===== config.mk =====
export PLATFORM = sky130hd
export DESIGN_NAME = rls_cell
export DESIGN_NICKNAME = d
export VERILOG_FILES = /design/src/rtl/rls_pkg.sv /design/src/rtl/rls_cell.sv
export SDC_FILE = /design/constraint.sdc
export NUM_CORES = 1
export LEC_CHECK = 0
export BUFFER_PORTS_ARGS = -buffer_cell sky130_fd_sc_hd__buf_2
export CELL_PAD_IN_SITES_DETAIL_PLACEMENT = 0
export CELL_PAD_IN_SITES_GLOBAL_PLACEMENT = 1
export CORE_ASPECT_RATIO = 2
export CORE_MARGIN = 5
export CORE_UTILIZATION = 35
export CTS_CLUSTER_SIZE = 12
export DETAILED_ROUTE_END_ITERATION = 7
export PLACE_DENSITY_LB_ADDON = 0.1
export SYNTH_ARGS = -nofsm -noshare
export SYNTH_HDL_FRONTEND = slang
export SYNTH_SLANG_ARGS = --single-unit

===== constraint.sdc =====
create_clock -name clock -period 6.4 [get_ports clock]
set_input_delay 0.32 -clock clock [delete_from_list [all_inputs] [get_ports clock]]
set_output_delay 0.32 -clock clock [all_outputs]
set_load 0.02 [all_outputs]

===== src/rtl/rls_pkg.sv =====
// Shared constants and types for the record sorter.
// No dependencies; compiled first.
package rls_pkg;

   localparam int NUM_SCORES      = 5;
   localparam int MAX_RECORDS_DEF = 64;
   localparam int SCORE_WIDTH_DEF = 16;

   // 9-comparator sorting network for five values, in dependency order
   localparam int NET_STAGES = 9;
   localparam int NET_HI [NET_STAGES] = '{0, 3, 2, 2, 1, 0, 0, 1, 1};
   localparam int NET_LO [NET_STAGES] = '{1, 4, 4, 3, 4, 3, 2, 3, 2};

   // broadcast control for the cell chain
   typedef struct packed {
      logic insert;
      logic shift;
   } cell_ctrl_type;

endpackage


===== src/rtl/rls_cell.sv =====
// One cell of the insertion chain: holds one sorted record and its valid flag.
// Depends on rls_pkg for the chain control struct.
module rls_cell #(
   parameter int SCORE_WIDTH = rls_pkg::SCORE_WIDTH_DEF
) (
   input  logic                                       clock,
   input  logic                                       reset,
   input  rls_pkg::cell_ctrl_type                     ctrl,
   input  logic [rls_pkg::NUM_SCORES*SCORE_WIDTH-1:0] new_rec,
   input  logic                                       prev_gt,
   input  logic                                       prev_valid,
   input  logic [rls_pkg::NUM_SCORES*SCORE_WIDTH-1:0] prev_rec,
   input  logic                                       next_valid,
   input  logic [rls_pkg::NUM_SCORES*SCORE_WIDTH-1:0] next_rec,
   output logic                                       gt,
   output logic                                       valid,
   output logic [rls_pkg::NUM_SCORES*SCORE_WIDTH-1:0] rec
);
   import rls_pkg::*;

   logic [NUM_SCORES*SCORE_WIDTH-1:0] rec_ff;
   logic [NUM_SCORES*SCORE_WIDTH-1:0] rec_in;
   logic                              valid_ff;
   logic                              valid_in;

   // an empty cell loses to anything; equal records keep the earlier one ahead
   assign gt = !valid_ff || (new_rec > rec_ff);

   always_comb begin
      rec_in   = rec_ff;
      valid_in = valid_ff;
      if (ctrl.shift) begin
         rec_in   = next_rec;
         valid_in = next_valid;
      end else if (ctrl.insert) begin
         if (prev_gt) begin
            // insertion point is upstream: take the neighbor's record
            rec_in   = prev_rec;
            valid_in = prev_valid;
         end else if (gt) begin
            rec_in   = new_rec;
            valid_in = 1'b1;
         end
      end
   end

   always_ff @(posedge clock) begin
      if (reset) begin
         valid_ff <= 1'b0;
      end else begin
         valid_ff <= valid_in;
      end
      rec_ff <= rec_in;
   end

   assign valid = valid_ff;
   assign rec   = rec_ff;

endmodule


# Word-level counts from Yosys, hierarchy flattened
# Cells that the tools add are included.
# classes
order_cmp,1
reduce_logical,5
muxes,8
# op_table
operator,n
2-to-1 mux 80 bit,4
greater-than comparator 80 bit,1
2-to-1 mux 1 bit,4
nonzero test 3 bit,1
AND reduction 2 bit,1
nonzero test 2 bit,1
logical NOT 1 bit,1
logical OR 1 bit,1
# totals
reg_bits,81
in_bits,247
out_inout_bits,82

# Longest topological paths before layout
# Gate-level depths: netlist of the first run.
# depth
ltp_word,6
depth_mapped,9
depth_no_buf,9

# Least setup slack after synthesis of the first run
# OpenSTA, ideal clock, no wires.
# synth_timing
path_kind,register to register
start,"reg rec_ff[14], in the netlist rec[14]"
end,"reg rec_ff[0], in the netlist rec[0] (enable)"
path_stages_with_launch,10
setup_time_ps,446
t_required_ps,5954
path_slack_ps,2213
arrival_ps,3741
path_cell_list,edfxtp_1 > inv_1 > ha_1 > nand4_1 > or4_1 > a21oi_1 > or4_1 > a211oi_1 > nand4b_1 > a31o_1
# synth_between
elab_chain_cells,4
# synth_rtl
element,line,text
from (decl),rls_cell.sv:21,logic [NUM_SCORES*SCORE_WIDTH-1:0] rec_ff;
from (signal assigned),rls_cell.sv:53,rec_ff <= rec_in;
greater-than comparator 80 bit,rls_cell.sv:27,assign gt = !valid_ff || (new_rec > rec_ff);
logical OR 1 bit,rls_cell.sv:27,
nonzero test 3 bit (no line),n/a,
AND reduction 2 bit (no line),n/a,
# No other way between the ends.
# A chain may end at the register's enable or synchronous reset.

# Worst setup path in the final report of the first run
# layout_timing
start,"reg rec_ff[54], in the netlist rec[54]"
end,"reg rec_ff[74], in the netlist rec[74] (enable)"
# Same word-level chain as after synthesis.

==> metrics.md, run 1 <==
| Metric | Value |
|---|---|
| Num Clock Sinks | `81` |
| Initial Utilization | `0.356` |
| # IOs | `329` |
| Yosys reg bits | `81` |
| Clock root cell | `clkbuf_16` |
| Seq/Total Area, Yosys | `0.394` |
| Endpoints failing setup | `0` |
| Design area | `0.00832 mm²` |
| Top routing layer in use | `met4` |
| Hold Crit Class | `primary input to register` |
| Startpoint Class | `register` |
| Port Buffer Count | `328` |
| Nets | `1,291` |
| First drt pass iteration count | `4` |
| Chip width | `104 µm` |
| DP HPWL | `~17,000 µm` |
| Worst-Skew Late Latency | `0.34 ns` |
| Final worst setup slack | `2.62 ns` |
| Final Critical Period | `3.78 ns` |
| Post-CTS sizing | `0` |
| CTS tree | `built` |
| Hold Buf Count CTS | `0` |
| Syn_nets | `976` |
| Cell Pwr Density | `between 200 and 250 mW/mm²` |
| Area contributors post-synth | `edfxtp_1 39%, ha_1 16%, mux2i_1 13%, o21ai_0 7.3%, nand2_1 6.3%` |
| Share of cells above drive strength 1 | `0.364` |
| # rows | `68` |
| Status | `finished, final reports clean` |
| Initial antenna violation count | `2` |
| RSZ-0062 raised after global routing | `false` |
| Max frequency | `0.265 GHz` |
| Rel. slew slack | `0.397` |
| Final Hold Slack | `approximately 0.13 ns` |
| Via count | `5,798` |
| WL met3 | `1430 µm` |
| Postcts setup bufs | `0` |
| Htree depth | `3` |
| Yosys cell types | `40` |
| Setup Crit Path Kind | `register to register` |
| Full die area | `0.0205 mm²` |
| Synth Instances | `649` |
| Cell Area, Placed | `0.00799 mm²` |
| Hold Vio Cnt, Final | `0` |
| WP data arrival | `between 3 and 4 ns` |
| Crit path max fanout | `48` |
| Max Slew Vio Count | `0` |
| Via density per instance | `slightly below 5` |
| Post-synth EDFFs | `80` |
| Tightest Pin Transition | `0.905 ns` |
| Max Cap Viol | `0` |
| P&R area growth vs syn | `35.3%` |
| Tot GR Track Use | `0.191` |
| ANT nets after route | `0` |
| WL met2 | `11,400 µm` |
| Area leader, netlist | `edfxtp_1` |
| Final WL | `around 21,000 µm` |
| Vias in the first global route | `5,941` |
| # DRC | `0` |
| Fin crit share | `0.591` |
| Grt ovf | `0` |
| Number of synthesis warnings | `0` |
| CTS buffer count | `9` |
| Core area | `0.0173 mm²` |
| CP Capture Type | `register` |
| DR WL/cell | `17.5 µm` |
| Most common cell after layout, fill and taps aside | `buf_2` |
| Syn Area/Cell | `approximately 9.5 µm²` |
| Util after Layout | `0.482` |
| WL met1 | `7160 µm` |
| Ys flop type | `edfxtp_1` |
| Post-synth top area share | `0.391` |
| Pre-CTS setup slack | `~2.4 ns` |
| Largest net degree at the start of global routing | `90` |
| VDD IR-drop max | `137 µV` |
| Placer Congestion | `0.793` |
| Async set-reset flop share out of synthesis | `0` |
| Iter 0 DRT Violations | `about 130` |
| P_leak | `4.33 nW` |
| Mapped cell area | `0.00615 mm²` |
| Die H | `197 µm` |
| First-pass GRT wire length | `30,900 µm` |
| Maximum buffer depth of the clock tree | `2` |
| Worst-path clk slew | `0.06 ns` |
| Req. time, crit path | `6.39 ns` |
| Most frequent cells in the layout | `326 x buf_2, 103 x nand2_1, 90 x o21ai_0` |
| Setup tns final | `0 ns` |
| Clock Skew | `about 0.0057 ns` |
## power by group
group	internal (mW)	total (mW)	switching [mW]
Clock	0.364	0.572	0.208
Combinational	0.203	0.490	0.287
Sequential	0.649	0.674	0.0248
## final cells by class
type | count | area, µm²
multi-input cells | 458 | 3320
clock buffers | 14 | 264
diodes | 2 | 5.00
flip-flops and latches | 81 | 2420
inverters | 83 | 312
well taps | 210 | 263
clock inverters | 2 | 60.1
fillers | 1792 | 8950
repair buffers | 331 | 1670
## metal layers
layer  global-route usage  up-vias
li1                     -     2956
met1                0.191     2609
met2                0.364      200
met3               0.0514       33
met4               0.0812        0
met5                    0        -
## cells in the mapped netlist, drive strengths merged, types with 2 or more instances
library cell  number
nor2b              2
nand4             18
nand2            103
nor3               5
o21ai             90
edfxtp            80
inv               83
clkbuf            20
nor2               6
nor4               4
mux2i             80
a21oi             35
buf                7
or4                2
ha                80
nand3              7
and4               2
o21a               2
a221oi             5
a21o               3
## registers in the layout, indices dropped and copies added, names as in the netlist
name   count
rec       80
valid      1
## kinds of logic after synthesis
logic type,after synthesis,synth area share
multiplexers,80,0.130
flip-flops,81,0.394
buffers and inverters,110,0.0671
adder cells (fa/ha/maj),80,0.163
AO/OA/AOI/OAI,144,0.127
AND/OR/NAND/NOR,154,0.119
## metrics by stage
| step | cells | power, mW |
|---|---|---|
| 3_3_place_gp | 1163 | 1.18 |
| 5_1_grt | 1181 | 1.85 |
| 6_report | 1181 | 1.74 |
| 2_1_floorplan | 649 | 0.973 |
| 3_5_place_dp | 1163 | 1.18 |
| 4_1_cts | 1179 | 1.77 |
## path summary, 6_finish.rpt
check	startpoint	end	slack, ns	cells past startpoint
max	rec[54]	rec[74]	2.62	10
min	reset	valid	0.13	2
max reg2reg	rec[54]	rec[74]	2.62	10
min reg2reg	valid	valid	0.77	4
## worst max-delay path, cell delays in order (launching register included)
cell and delay (ns):
edfxtp_1 0.34, inv_1 0.04, ha_1 0.32, nand4_1 0.10
nor3_1 0.54, nand3_2 0.19, nor4_1 0.42, nor3_1 0.12
nand4b_1 0.14, a31o_4 0.65, buf_4 0.53
(Power assumes the default switching activity.)
==> run 2, diff against run 1 <==
--- a/config.mk
+++ b/config.mk
@@ -10,7 +10,7 @@
 export CELL_PAD_IN_SITES_GLOBAL_PLACEMENT = 1
 export CORE_ASPECT_RATIO = 2
 export CORE_MARGIN = 5
-export CORE_UTILIZATION = 35
+export CORE_UTILIZATION = 33
 export CTS_CLUSTER_SIZE = 12
 export DETAILED_ROUTE_END_ITERATION = 7
 export PLACE_DENSITY_LB_ADDON = 0.1
==> constraint.sdc (replaced) <==
create_clock -name clock -period 3.8 [get_ports clock]
set_input_delay 0.19 -clock clock [delete_from_list [all_inputs] [get_ports clock]]
set_output_delay 0.19 -clock clock [all_outputs]
set_load 0.02 [all_outputs]
==> metrics.md, run 2 (same netlist as run 1, synthesis figures left out) <==
| Metric | Value |
|---|---|
| Nets | `1,293` |
| RSZ-0062 raised after global routing | `false` |
| Final Hold Slack | `~0.084 ns` |
| Maximum buffer depth of the clock tree | `2` |
| Final Non-Filler Cells | `roughly 1,200` |
| Slowest stage delay, CP | `0.46 ns` |
| Max Cap Viol | `0` |
| Hold Crit Class | `primary input to register` |
| P_leak | `4.34 nW` |
| Max Slew Vio Count | `0` |
| Final Critical Period | `3.19 ns` |
| WP data arrival | `3.25 ns` |
| P&R area growth vs syn | `35.5%` |
| Placed cells | `1,170` |
| Total power | `2.83 mW` |
| Vias in the first global route | `5,972` |
| VDD IR-drop max | `between 150 and 200 µV` |
| Req. time, crit path | `3.85 ns` |
| ANT nets after route | `0` |
| Final worst setup slack | `~0.61 ns` |
| Share of cells above drive strength 1 | `0.367` |
| Worst-Skew Late Latency | `around 0.34 ns` |
| # DRC | `0` |
| Status | `finished, final reports clean` |
| Most frequent cells in the layout | `326 x buf_2, 103 x nand2_1, 90 x o21ai_0` |
| Core area | `0.0183 mm²` |
| CP Cell Sequence | `inv_1, ha_1, nand4_1, nor3_1, nand3_2, or3_1, nor3_2, nand3b_1, a31o_4, buf_12` |
| Die H | `203 µm` |
| Max frequency | `0.313 GHz` |
| Design area | `around 0.0083 mm²` |
| Postcts setup bufs | `0` |
| Rel. slew slack | `0.502` |
| Fin crit share | `0.840` |
| First drt pass iteration count | `5` |
| Num Clock Sinks | `81` |
| Hold_sp | `next_valid` |
| Initial Utilization | `0.336` |
| Max reg flops | `80` |
| Hold EP | `valid` |
| Chip width | `around 110 µm` |
| Sw power | `877 µW` |
| Crit path max fanout | `between 50 and 60` |
| First-pass GRT wire length | `about 31,000 µm` |
| CTS buffer count | `9` |
| Sequential share of power | `0.401` |
| Reg-to-reg endpoint | `rec[45]` |
| Via density per instance | `~4.9` |
| DR WL/cell | `17.5 µm` |
| DP HPWL | `17,200 µm` |
| Tot GR Track Use | `0.187` |
| Setup Crit Path Kind | `register to register` |
| Reg2Reg Depth | `10` |
| Grt ovf | `0` |
| Cell Area, Placed | `between 0.008 and 0.009 mm²` |
| Hold Buf Count CTS | `1` |
| Logic gate share of total power | `0.296` |
| Worst path slowest cell | `nor3_1` |
| Util after Layout | `0.455` |
| # rows | `70` |
| Sw Share | `0.310` |
| # IOs | `between 300 and 400` |
| FF-to-FF Start | `rec[54]` |
| Cell Pwr Density | `339 mW/mm²` |
| Htree depth | `3` |
| Placer Congestion | `0.764` |
| Tightest Pin Transition | `approximately 0.75 ns` |
| Hold Vio Cnt, Final | `0` |
| Worst-path clk slew | `~0.060 ns` |
| CP Capture Type | `register` |
| Clock network fraction of design power | `0.303` |
| Startpoint Class | `register` |
| Setup tns final | `0 ns` |
| Via count | `5,774` |
| Most common cell after layout, fill and taps aside | `buf_2` |
| Largest net degree at the start of global routing | `163` |
| Int Pwr | `between 1.5 and 2 mW` |
| Port Buffer Count | `328` |
| Clock root cell | `clkbuf_16` |
| Post-CTS sizing | `0` |
| Clock Skew | `0.00712 ns` |
| Full die area | `0.0216 mm²` |
| Hold path depth | `3` |
| Flop-to-flop setup slack | `0.61 ns` |
| Iter 0 DRT Violations | `between 150 and 200` |
| Final WL | `20,800 µm` |
| Pre-CTS setup slack | `0.551 ns` |
| Initial antenna violation count | `1` |
| CTS tree | `built` |
| Endpoints failing setup | `0` |
-- run 2: cell types whose count changed in the layout (fill, tap and decap cells not counted), sizes merged --
cell,delta
buf,+1
bufinv,-2
clkinv,+2
diode,-1
dlygate4sd3,+1
-- run 2: worst max path at each step --
stage	startpoint	to	slack, ns	cells after the start
after CTS	rec[55]	rec[32]	0.53	10
after global placement	rec[79]	rec[34]	0.65	10
after detailed placement	rec[55]	rec[32]	0.55	10
after floorplan	rec[14]	rec[0]	0.38	9
final	rec[54]	rec[45]	0.61	10
after global routing	rec[54]	rec[10]	0.32	10
-- run 2: worst max-delay path: cells and delay by family, from the launching register on --
kind            cells  cell delay [ns]
flops               1             0.33
fa+ha+maj           1             0.31
buf+inv             2             0.29
simple gates        6             1.48
compound gates      1             0.41
-- run 2: final cells by class --
cell class | instances | area, µm²
fill | 1939 | 9970
multi-input combinational | 458 | 3320
sequential | 81 | 2420
timing repair buffer | 333 | 1710
inverter | 83 | 312
clock buffer | 14 | 284
tap | 216 | 270
clock inverter | 2 | 10.0
antenna | 1 | 2.50
-- run 2: per-layer routing --
layer	global-route usage	part of all wire	vias to the layer above
li1	-	-	2962
met5	0	0	-
met2	0.368	0.56	198
met3	0.0493	0.071	22
met4	0.0690	0.024	0
met1	0.181	0.34	2592
-- run 2: power groups by stage --
stage / Combinational [mW] / Sequential [mW] / Clock [mW]
2_1_floorplan: 0.372 / 1.27 / 0
3_3_place_gp: 0.853 / 1.15 / 0
3_5_place_dp: 0.851 / 1.15 / 0
4_1_cts: 0.856 / 1.14 / 0.895
5_1_grt: 0.941 / 1.15 / 0.925
6_report: 0.837 / 1.13 / 0.858
