**src/rtl/rls_pkg.sv**
```systemverilog
// Shared constants and types for the record sorter.
// No dependencies; compiled first.
package rls_pkg;

   localparam int NUM_SCORES      = 5;
   localparam int MAX_RECORDS_DEF = 64;
   localparam int SCORE_WIDTH_DEF = 16;

   // 9-comparator sorting network for five values, in dependency order
   localparam int NET_STAGES = 9;
   localparam int NET_HI [NET_STAGES] = '{0, 3, 2, 2, 1, 0, 0, 1, 1};
   localparam int NET_LO [NET_STAGES] = '{1, 4, 4, 3, 4, 3, 2, 3, 2};

   // broadcast control for the cell chain
   typedef struct packed {
      logic insert;
      logic shift;
   } cell_ctrl_type;

endpackage

```
**src/rtl/rls_presort.sv**
```systemverilog
// Input stage: sorts the five scores of a record in descending order, registered.
// Depends on rls_pkg for the sorting network tables.
module rls_presort #(
   parameter int SCORE_WIDTH = rls_pkg::SCORE_WIDTH_DEF
) (
   input  logic                                         clock,
   input  logic                                         reset,
   input  logic                                         load,
   input  logic [rls_pkg::NUM_SCORES-1:0][SCORE_WIDTH-1:0] scores,
   input  logic                                         last_in,
   output logic                                         valid,
   output logic                                         last,
   output logic [rls_pkg::NUM_SCORES*SCORE_WIDTH-1:0]   rec
);
   import rls_pkg::*;

   logic [SCORE_WIDTH-1:0]            net [NUM_SCORES];
   logic [NUM_SCORES*SCORE_WIDTH-1:0] rec_in;
   logic [NUM_SCORES*SCORE_WIDTH-1:0] rec_ff;
   logic                              valid_ff;
   logic                              last_ff;

   // largest value ends at index 0
   always_comb begin
      logic [SCORE_WIDTH-1:0] tmp;
      tmp = '0;
      for (int i = 0; i < NUM_SCORES; i++) begin
         net[i] = scores[i];
      end
      for (int s = 0; s < NET_STAGES; s++) begin
         if (net[NET_HI[s]] < net[NET_LO[s]]) begin
            tmp             = net[NET_HI[s]];
            net[NET_HI[s]]  = net[NET_LO[s]];
            net[NET_LO[s]]  = tmp;
         end
      end
      // pack with the largest score in the top bits so a plain compare is lexicographic
      for (int i = 0; i < NUM_SCORES; i++) begin
         rec_in[(NUM_SCORES-i)*SCORE_WIDTH-1 -: SCORE_WIDTH] = net[i];
      end
   end

   always_ff @(posedge clock) begin
      if (reset) begin
         valid_ff <= 1'b0;
      end else begin
         valid_ff <= load;
      end
      if (load) begin
         rec_ff  <= rec_in;
         last_ff <= last_in;
      end
   end

   assign valid = valid_ff;
   assign last  = last_ff;
   assign rec   = rec_ff;

endmodule

```
**config.mk**
```make
export PLATFORM = sky130hd
export DESIGN_NAME = rls_presort
export DESIGN_NICKNAME = d
export VERILOG_FILES = /design/src/rtl/rls_pkg.sv /design/src/rtl/rls_presort.sv
export SDC_FILE = /design/constraint.sdc
export NUM_CORES = 1
export LEC_CHECK = 0
export BUFFER_PORTS_ARGS = -buffer_cell sky130_fd_sc_hd__buf_2
export CORE_MARGIN = 4
export CORE_UTILIZATION = 36
export DETAILED_ROUTE_END_ITERATION = 7
export SKIP_LAST_GASP = 1
export SYNTH_ARGS = -nofsm -noshare
export SYNTH_HDL_FRONTEND = slang
export SYNTH_SLANG_ARGS = --single-unit
```
**constraint.sdc**
```tcl
create_clock -name clock -period 26.7 [get_ports clock]
set_clock_uncertainty 0.2 [all_clocks]
set_input_delay 1.335 -clock clock [delete_from_list [all_inputs] [get_ports clock]]
set_output_delay 1.335 -clock clock [all_outputs]
set_load 0.005 [all_outputs]
```
== After elaboration in Yosys (flattened, before gate mapping) ==
Cells that the tools add are included.
Storage, ports and cells
  register bits after elaboration: 82
  bits of input ports: 84
  output and inout bits: 82
  word-level logic and storage cells: 26
Operators by class
  $lt $le $gt $ge: 9
  multiplexer cells: 14
Operator list (number)
  two-way mux 16 bit: 10
  less-than comparator 16 bit: 9
  two-way mux 32 bit: 4

== Logic depth before layout (Yosys ltp) ==
Gate-level depths: netlist (run 1).
  word-level depth: 12
  gate-level depth with buffers: 78
  mapped depth without buffers: 68

== Least setup slack after synthesis (run 1) ==
Ideal clock, no wire load.
  path kind: input-to-reg
  start point: input port scores[65] (netlist name)
  end point: register rec_ff[32] (netlist: rec[32]), data pin
  library setup time: 262 ps
  arrival time: 15608 ps
  data required time: 26238 ps
  path slack: 10630 ps
  cell stages on the path: 74
  buffers on the path: 10
  path through: inv_1 -> ha_1 -> a2111o_1 -> o211a_2 -> nor3_1 -> clkbuf_1 -> clkbuf_1 -> nor2_1 -> a21oi_1 -> ha_1 -> and3_1 -> a221o_1 -> a221oi_1 -> a21oi_1 -> inv_1 -> nand2_1 -> clkbuf_1 -> clkbuf_1 -> [38 not listed] -> nor2_4 -> buf_2 -> mux2i_1 -> inv_1 -> ha_1 -> a21oi_1 -> nor2b_1 -> o21ai_0 -> nand2b_1 -> a21oi_1 -> nor2b_1 -> o21ai_0 -> nand2b_1 -> a21oi_1 -> nor3b_1 -> o211ai_1 -> o31ai_4 -> mux2_1
RTL lines
  from (decl): RTL line rls_presort.sv:9  | input logic [rls_pkg::NUM_SCORES-1:0][SCORE_WIDTH-1:0] scores,
  to (signal assigned): RTL line rls_presort.sv:50  | rec_ff <= rec_in;
  to (decl): RTL line rls_presort.sv:19  | logic [NUM_SCORES*SCORE_WIDTH-1:0] rec_ff;

==> results.yml, run 1 <==
die:
  die_w_um: 169
  io_pins: 166
  core_sq_um: 25400
  floorplan.initialDensity_pct: 36.8
  die_area_sq_um: 28600
  rows: 58
  die_h_um: 169
routing:
  drt_iter0_drc: 690
  via_count: 8540
  route.met2.wl_um: 13200
  via_per_inst: 5.39
  drc: 0
  met1_length_um: 13300
  dr.pass1.iters: 5
  top_layer: "met4"
  wl_per_cell_um: 18.4
  routed-wl-met3_um: 1620
  wl_um: 29100
  postRouteAntennaNets: 0
worst_hold_path:
  min_path_type: "input port to flip-flop"
  hp-start: "reset"
  whs_path_depth: 2
  worstHoldEndpoint: "valid"
synthesis:
  synth_ff_type: "edfxtp_1"
  syn_nets: 1323
  synth-edff-count: 81
  async_reset_ff_share_pct: 0
  synth.most_common_cell: "a21oi_1"
  syn_area_sq_um: 9350
  yosysTopAreaCellShare_pct: 26.0
  synth.avg_cell_area_sq_um: 8.42
  ys_ff_latch: 82
  yosys-top-cells-count: "a21oi_1, nor2_1, ha_1"
  synth_area_leader_cell: "edfxtp_1"
  ys_types: 80
  ys_seq_area_share_pct: 26.2
  yosysWarnings: 0
  synth.area.top_cells: "edfxtp_1, ha_1, mux2i_1"
  synthCells: 1110
clocking:
  clockBufferDepth: 2
  holdBufCountCts: 0
  cts_inserted_buffers: 9
  ctsResizeCount: 0
  htreeDepth: 3
  clock_sinks: 82
  cts_setup_buffers: 0
  path_clk_slew_ns: 0.06
  tritoncts: "yes"
  clock-root-buffer: "clkbuf_16"
critical_path:
  cp_common_cell: "a21oi_1"
  worstPathRequired_ns: 26.59
  end_kind: "flip-flop"
  cp.arrival_ns: 17.31
  start_kind: "input port"
  crit_slowest_cell: "o31ai_1"
  max_stage_delay_ns: 0.65
  path_class: "input port to flip-flop"
  critPathMaxFanout: 60
sta:
  worst_slew_pin_slew_ns: 1.05
  maxSlewViolCount: 0
  setup_viol: 0
  period_share_pct: 65.3
  slew_headroom_pct: 29.6
  hold_viol: 0
  rsz0062_at_grt: "no"
  whs_ns: 0.948
  setup_tns_ns: 0
  max_freq_ghz: 0.0574
  fin_crit_ns: 17.43
job:
  cap_violations: 0
cells_and_area:
  multiInputGateArea_sq_um: 6290
  final-seq-area_sq_um: 2450
  diodes: 0
  layout.nets: 1462
  drive_gt1_share_pct: 18.3
  syn2layout_area_growth_pct: 15.4
  fillers: 2607
grt:
  track_usage_pct: 19.8
  antenna_found_initial: 0
  grt_overflow: 0
  grt_pass1_wl_um: 44300
  grt_max_degree: 64
  grt_pass1_vias: 7831
placement:
  gp_congestion: 0.907
  dp_hpwl_um: 24500
  port_buffers: 165
run_status:
  status: "finished clean"
## worst max-delay path by stage
stage	slack (ns)	endpoint	startpoint	cells after the start
final	9.27	rec[32]	scores[78]	71
after global routing	8.08	rec[56]	scores[78]	71
after CTS	9.46	rec[56]	scores[78]	71
after detailed placement	9.11	rec[56]	scores[78]	71
after global placement	9.51	rec[56]	scores[78]	71
after floorplan	10.63	rec[32]	scores[65]	74
## cell usage in the layout (no fill, tap or decap), drive strengths merged, types with 4 or more instances in the layout
cell type	count
buf	176
a21oi	145
nor2	135
ha	129
inv	112
mux2i	108
o21ai	92
edfxtp	81
nand2	66
a21o	25
nand4	22
mux2	16
nor2b	15
o31ai	15
nand2b	11
clkbuf	10
a211oi	10
nand3	6
a221o	5
nor3	5
o21a	4
a221oi	4
o211ai	4
## cell families after synthesis
group / Yosys count / synth area share (%)
flops: 82 / 26.2
fa+ha+maj: 132 / 17.6
compound gates: 336 / 22.2
buf+inv: 158 / 6.82
simple gates: 278 / 13.7
mux: 124 / 13.5
## flip-flops by register name, indices dropped and copies added, names as in the netlist
| register | flops |
|---|---|
| last | 1 |
| valid | 1 |
| rec | 80 |
## area by class of cell
type                    count  area share, %
clock buffers              10           2.21
clock inverters             6          0.684
inverters                 110           3.83
multi-input cells         870           58.3
flip-flops and latches     82           22.7
well taps                 330           3.83
repair buffers            176           8.44
## worst max-delay path: cells and delay by family
family,cells,cell delay [ns]
AO/OA/AOI/OAI,37,8.72
buffers and inverters,9,2.29
multiplexers,1,0.37
AND/OR/NAND/NOR,18,2.58
adder cells (fa/ha/maj),6,1.96
## through the flow
stage	util (%)	area [sq um]	setup slack [ns]	cells
finish	42.5	10800	9.27	1584
global route	42.5	10800	8.08	1584
CTS	42.5	10800	9.46	1584
detailed placement	41.3	10500	9.11	1568
global placement	41.3	10500	9.51	1568
floorplan	-	9350	10.63	1110
## layer usage
metal	track usage [%]	up-vias
met5	0	-
met4	6.65	0
met3	2.42	42
met2	32.0	273
met1	27.4	3892
li1	-	4333
Power of run 1 is not shown: default switching activity piles up to over one toggle a cycle in this logic, so the estimate is an artifact.
==> run 2, diff against run 1 <==
- clock period: 26.7 -> 17.6 ns (I/O delays scaled with it)
==> results.yml, run 2 (synthesis results as in run 1) <==
worst_hold_path:
  hp-start: "reset"
  worstHoldEndpoint: "valid"
  min_path_type: "input port to flip-flop"
  whs_path_depth: 2
sta:
  worst_slew_pin_slew_ns: 1.06
  hold_viol: 0
  fin_crit_ns: 16.47
  max_freq_ghz: 0.0607
  period_share_pct: 93.6
  slew_headroom_pct: 29.5
  setup_viol: 0
  maxSlewViolCount: 0
critical_path:
  start_kind: "input port"
  max_stage_delay_ns: 0.58
  path_class: "input port to flip-flop"
  end_kind: "flip-flop"
  cp.arrival_ns: 16.36
  worstPathRequired_ns: 17.49
  cp_common_cell: "a21oi_1"
  critPathMaxFanout: 28
  crit_slowest_cell: "o31ai_1"
routing:
  via_per_inst: 5.41
  drt_iter0_drc: 646
  wl_um: 29300
  via_count: 8618
  dr.pass1.iters: 5
  drc: 0
  wl_per_cell_um: 18.4
  postRouteAntennaNets: 0
job:
  cap_violations: 0
die:
  rows: 58
  core_sq_um: 25400
  die_area_sq_um: 28600
  floorplan.initialDensity_pct: 36.8
  die_w_um: 169
  die_h_um: 169
  io_pins: 166
cells_and_area:
  fillers: 2601
  largest_reg_flops: 80
  drive_gt1_share_pct: 18.9
  diodes: 0
  layout.nets: 1471
  layout_common_cells: "buf_2, a21oi_1, nor2_1, ha_1, inv_1"
  syn2layout_area_growth_pct: 16.1
  final_util_pct: 42.7
  final_common_cell: "buf_2"
grt:
  grt_pass1_wl_um: 44700
  grt_pass1_vias: 7990
  grt_max_degree: 83
  antenna_found_initial: 0
  grt_overflow: 0
  track_usage_pct: 20.0
clocking:
  tritoncts: "yes"
  clockBufferDepth: 2
  path_clk_slew_ns: 0.07
  ctsResizeCount: 0
  clock-root-buffer: "clkbuf_16"
  htreeDepth: 3
  cts_inserted_buffers: 9
  clock_sinks: 82
placement:
  port_buffers: 165
  gp_congestion: 0.965
  dp_hpwl_um: 24400
run_status:
  status: "finished clean"
[run 2: changes by cell type in the layout (fill, tap and decap cells not counted), sizes merged]
cell / change
buf: +8
bufinv: -1
clkinv: +2
clkinvlp: -1
o311ai: +1
[run 2: what timing repair did]
action | 4_1_cts | 5_1_grt
endpoints found under the setup margin | 0 | 32
setup buffers | 0 | 4
hold buffers | 0 | 0
hold endpoints to repair | 0 | 0
[run 2: cell type report]
type                       count  area (sq um)  area share [%]
timing repair buffer         184           983            9.06
inverter                     110           413            3.80
sequential                    82          2450            22.6
clock inverter                 6          50.0           0.461
multi-input combinational    871          6300            58.1
tap                          330           413            3.80
clock buffer                  10           239            2.20
[run 2: worst max path at each step]
stage / from / end / slack [ns] / cells after the start
floorplan: scores[65] / rec[32] / 1.99 / 74
global placement: scores[65] / rec[62] / 1.13 / 67
detailed placement: scores[65] / rec[55] / 0.66 / 66
CTS: scores[65] / rec[55] / 1.03 / 66
global route: scores[65] / rec[55] / -0.008 / 67
finish: scores[65] / rec[32] / 1.13 / 66
[run 2: metrics by stage]
| stage | instance area [sq um] | hold WS, ns | setup TNS, ns | setup WS, ns | std cells |
|---|---|---|---|---|---|
| floorplan | 9350 | 0.752 | 0 | 1.99 | 1110 |
| global placement | 10500 | 0.839 | 0 | 1.13 | 1572 |
| detailed placement | 10500 | 0.839 | 0 | 0.662 | 1572 |
| CTS | 10800 | 0.459 | 0 | 1.03 | 1588 |
| global route | 10900 | 0.473 | -0.00765 | -0.00765 | 1593 |
| finish | 10900 | 0.471 | 0 | 1.13 | 1593 |
[run 2: worst max-delay path, delay by kind of cell]
family | cells | cell delay [ns]
mux | 1 | 0.35
compound gates | 37 | 8.98
simple gates | 16 | 2.90
fa+ha+maj | 6 | 1.94
buf+inv | 6 | 1.29
[run 2: metal layers]
| layer | vias to the layer above | share of wire (%) | routed length [um] | global-route usage, % |
|---|---|---|---|---|
| met1 | 3922 | 46 | 13300 | 27.2 |
| met3 | 39 | 6.0 | 1760 | 2.70 |
| met2 | 295 | 46 | 13300 | 32.9 |
| met5 | - | 0 | 0 | 0 |
| met4 | 0 | 2.9 | 849 | 6.62 |
| li1 | 4362 | - | - | - |
Power of run 2 is left out for the same reason.
==> run 3, diff against run 2 <==
- PLACE_DENSITY_LB_ADDON: not set -> 0.25
==> results.yml, run 3 (synthesis results as in run 1) <==
placement:
  port_buffers: 165
  placed_cell_area_sq_um: 10500
  pre_cts_ws_ns: 1.11
  gp_congestion: 0.966
  dp_hpwl_um: 24600
sta:
  max_freq_ghz: 0.0612
  hold_viol: 0
  slew_headroom_pct: 44.4
  setup_viol: 0
  maxSlewViolCount: 0
  period_share_pct: 92.9
  worst_slew_pin_slew_ns: 0.834
  fin_crit_ns: 16.35
  fin_ws_ns: 1.25
  setup_tns_ns: 0
  rsz0062_at_grt: "no"
routing:
  drt_iter0_drc: 564
  wl_um: 29000
  drc: 0
  via_per_inst: 5.33
  via_count: 8475
  postRouteAntennaNets: 0
  wl_per_cell_um: 18.3
  dr.pass1.iters: 5
worst_hold_path:
  whs_path_depth: 2
  min_path_type: "input port to flip-flop"
clocking:
  cts_setup_buffers: 0
  ctsResizeCount: 0
  path_clk_slew_ns: 0.07
  clockBufferDepth: 2
  clock_sinks: 82
  htreeDepth: 3
  clock-root-buffer: "clkbuf_16"
  tritoncts: "yes"
  holdBufCountCts: 0
  cts_inserted_buffers: 9
die:
  rows: 58
  die_h_um: 169
  floorplan.initialDensity_pct: 36.8
  core_sq_um: 25400
  io_pins: 166
  die_w_um: 169
  die_area_sq_um: 28600
critical_path:
  critPathMaxFanout: 57
  crit_slowest_cell: "o31ai_4"
  worstPathRequired_ns: 17.59
  cp_num_buf_inv: 7
  max_stage_delay_ns: 0.63
  start_kind: "input port"
  cp_common_cell: "a21oi_1"
  path_depth: 70
  end_kind: "flip-flop"
  crit_family: "compound AO/OA/AOI/OAI gates"
  cp.arrival_ns: 16.33
  path_class: "input port to flip-flop"
grt:
  grt_max_degree: 65
  grt_overflow: 0
  antenna_found_initial: 0
  track_usage_pct: 19.6
  grt_pass1_wl_um: 43700
  use_met2_pct: 32.1
  met1_usage_pct: 26.3
  met3_usage_pct: 3.05
  grt_pass1_vias: 7930
  busiest_layer: "met2"
job:
  cap_violations: 0
cells_and_area:
  diodes: 0
  largest_reg_flops: 80
  stdcell_area_sq_um: 10900
  layout.nets: 1467
  final_common_cell: "buf_2"
  layout_common_cells: "buf_2, a21oi_1, nor2_1, ha_1, inv_1"
  drive_gt1_share_pct: 18.7
  fillers: 2589
  syn2layout_area_growth_pct: 16.1
run_status:
  status: "finished clean"
run 3: cell count changes in the layout (fill, tap and decap cells not counted), sizes merged:
cell      previous run  this run
buf                184       181
bufinv               0         2
clkinv               3         1
inv                112       114
clkbuf              10         9
clkinvlp             1         0
o311ai               2         1
run 3: cell type report:
| cell class | count | area [sq um] | share of cell area, % |
|---|---|---|---|
| sequential | 82 | 2450 | 22.6 |
| timing repair buffer | 181 | 961 | 8.85 |
| clock buffer | 9 | 225 | 2.07 |
| multi-input combinational | 870 | 6290 | 57.9 |
| tap | 330 | 413 | 3.80 |
| clock inverter | 7 | 109 | 1.00 |
| inverter | 110 | 413 | 3.80 |
run 3: per-stage QoR:
step,utilization (%),hold slack [ns],cells
floorplan,-,0.752,1110
global placement,41.4,0.842,1573
detailed placement,41.4,0.845,1573
CTS,42.8,0.466,1589
global route,42.8,0.472,1589
finish,42.8,0.478,1589
run 3: final timing paths:
| kind | start | to | slack, ns |
|---|---|---|---|
| max | scores[65] | rec[63] | 1.25 |
| min | reset | valid | 0.48 |
run 3: routing by layer:
layer	part of all wire [%]	wire, um
met5	0	0
met2	45	13000
met1	46	13400
met4	3.4	978
met3	5.5	1610
Power of run 3 is left out for the same reason.
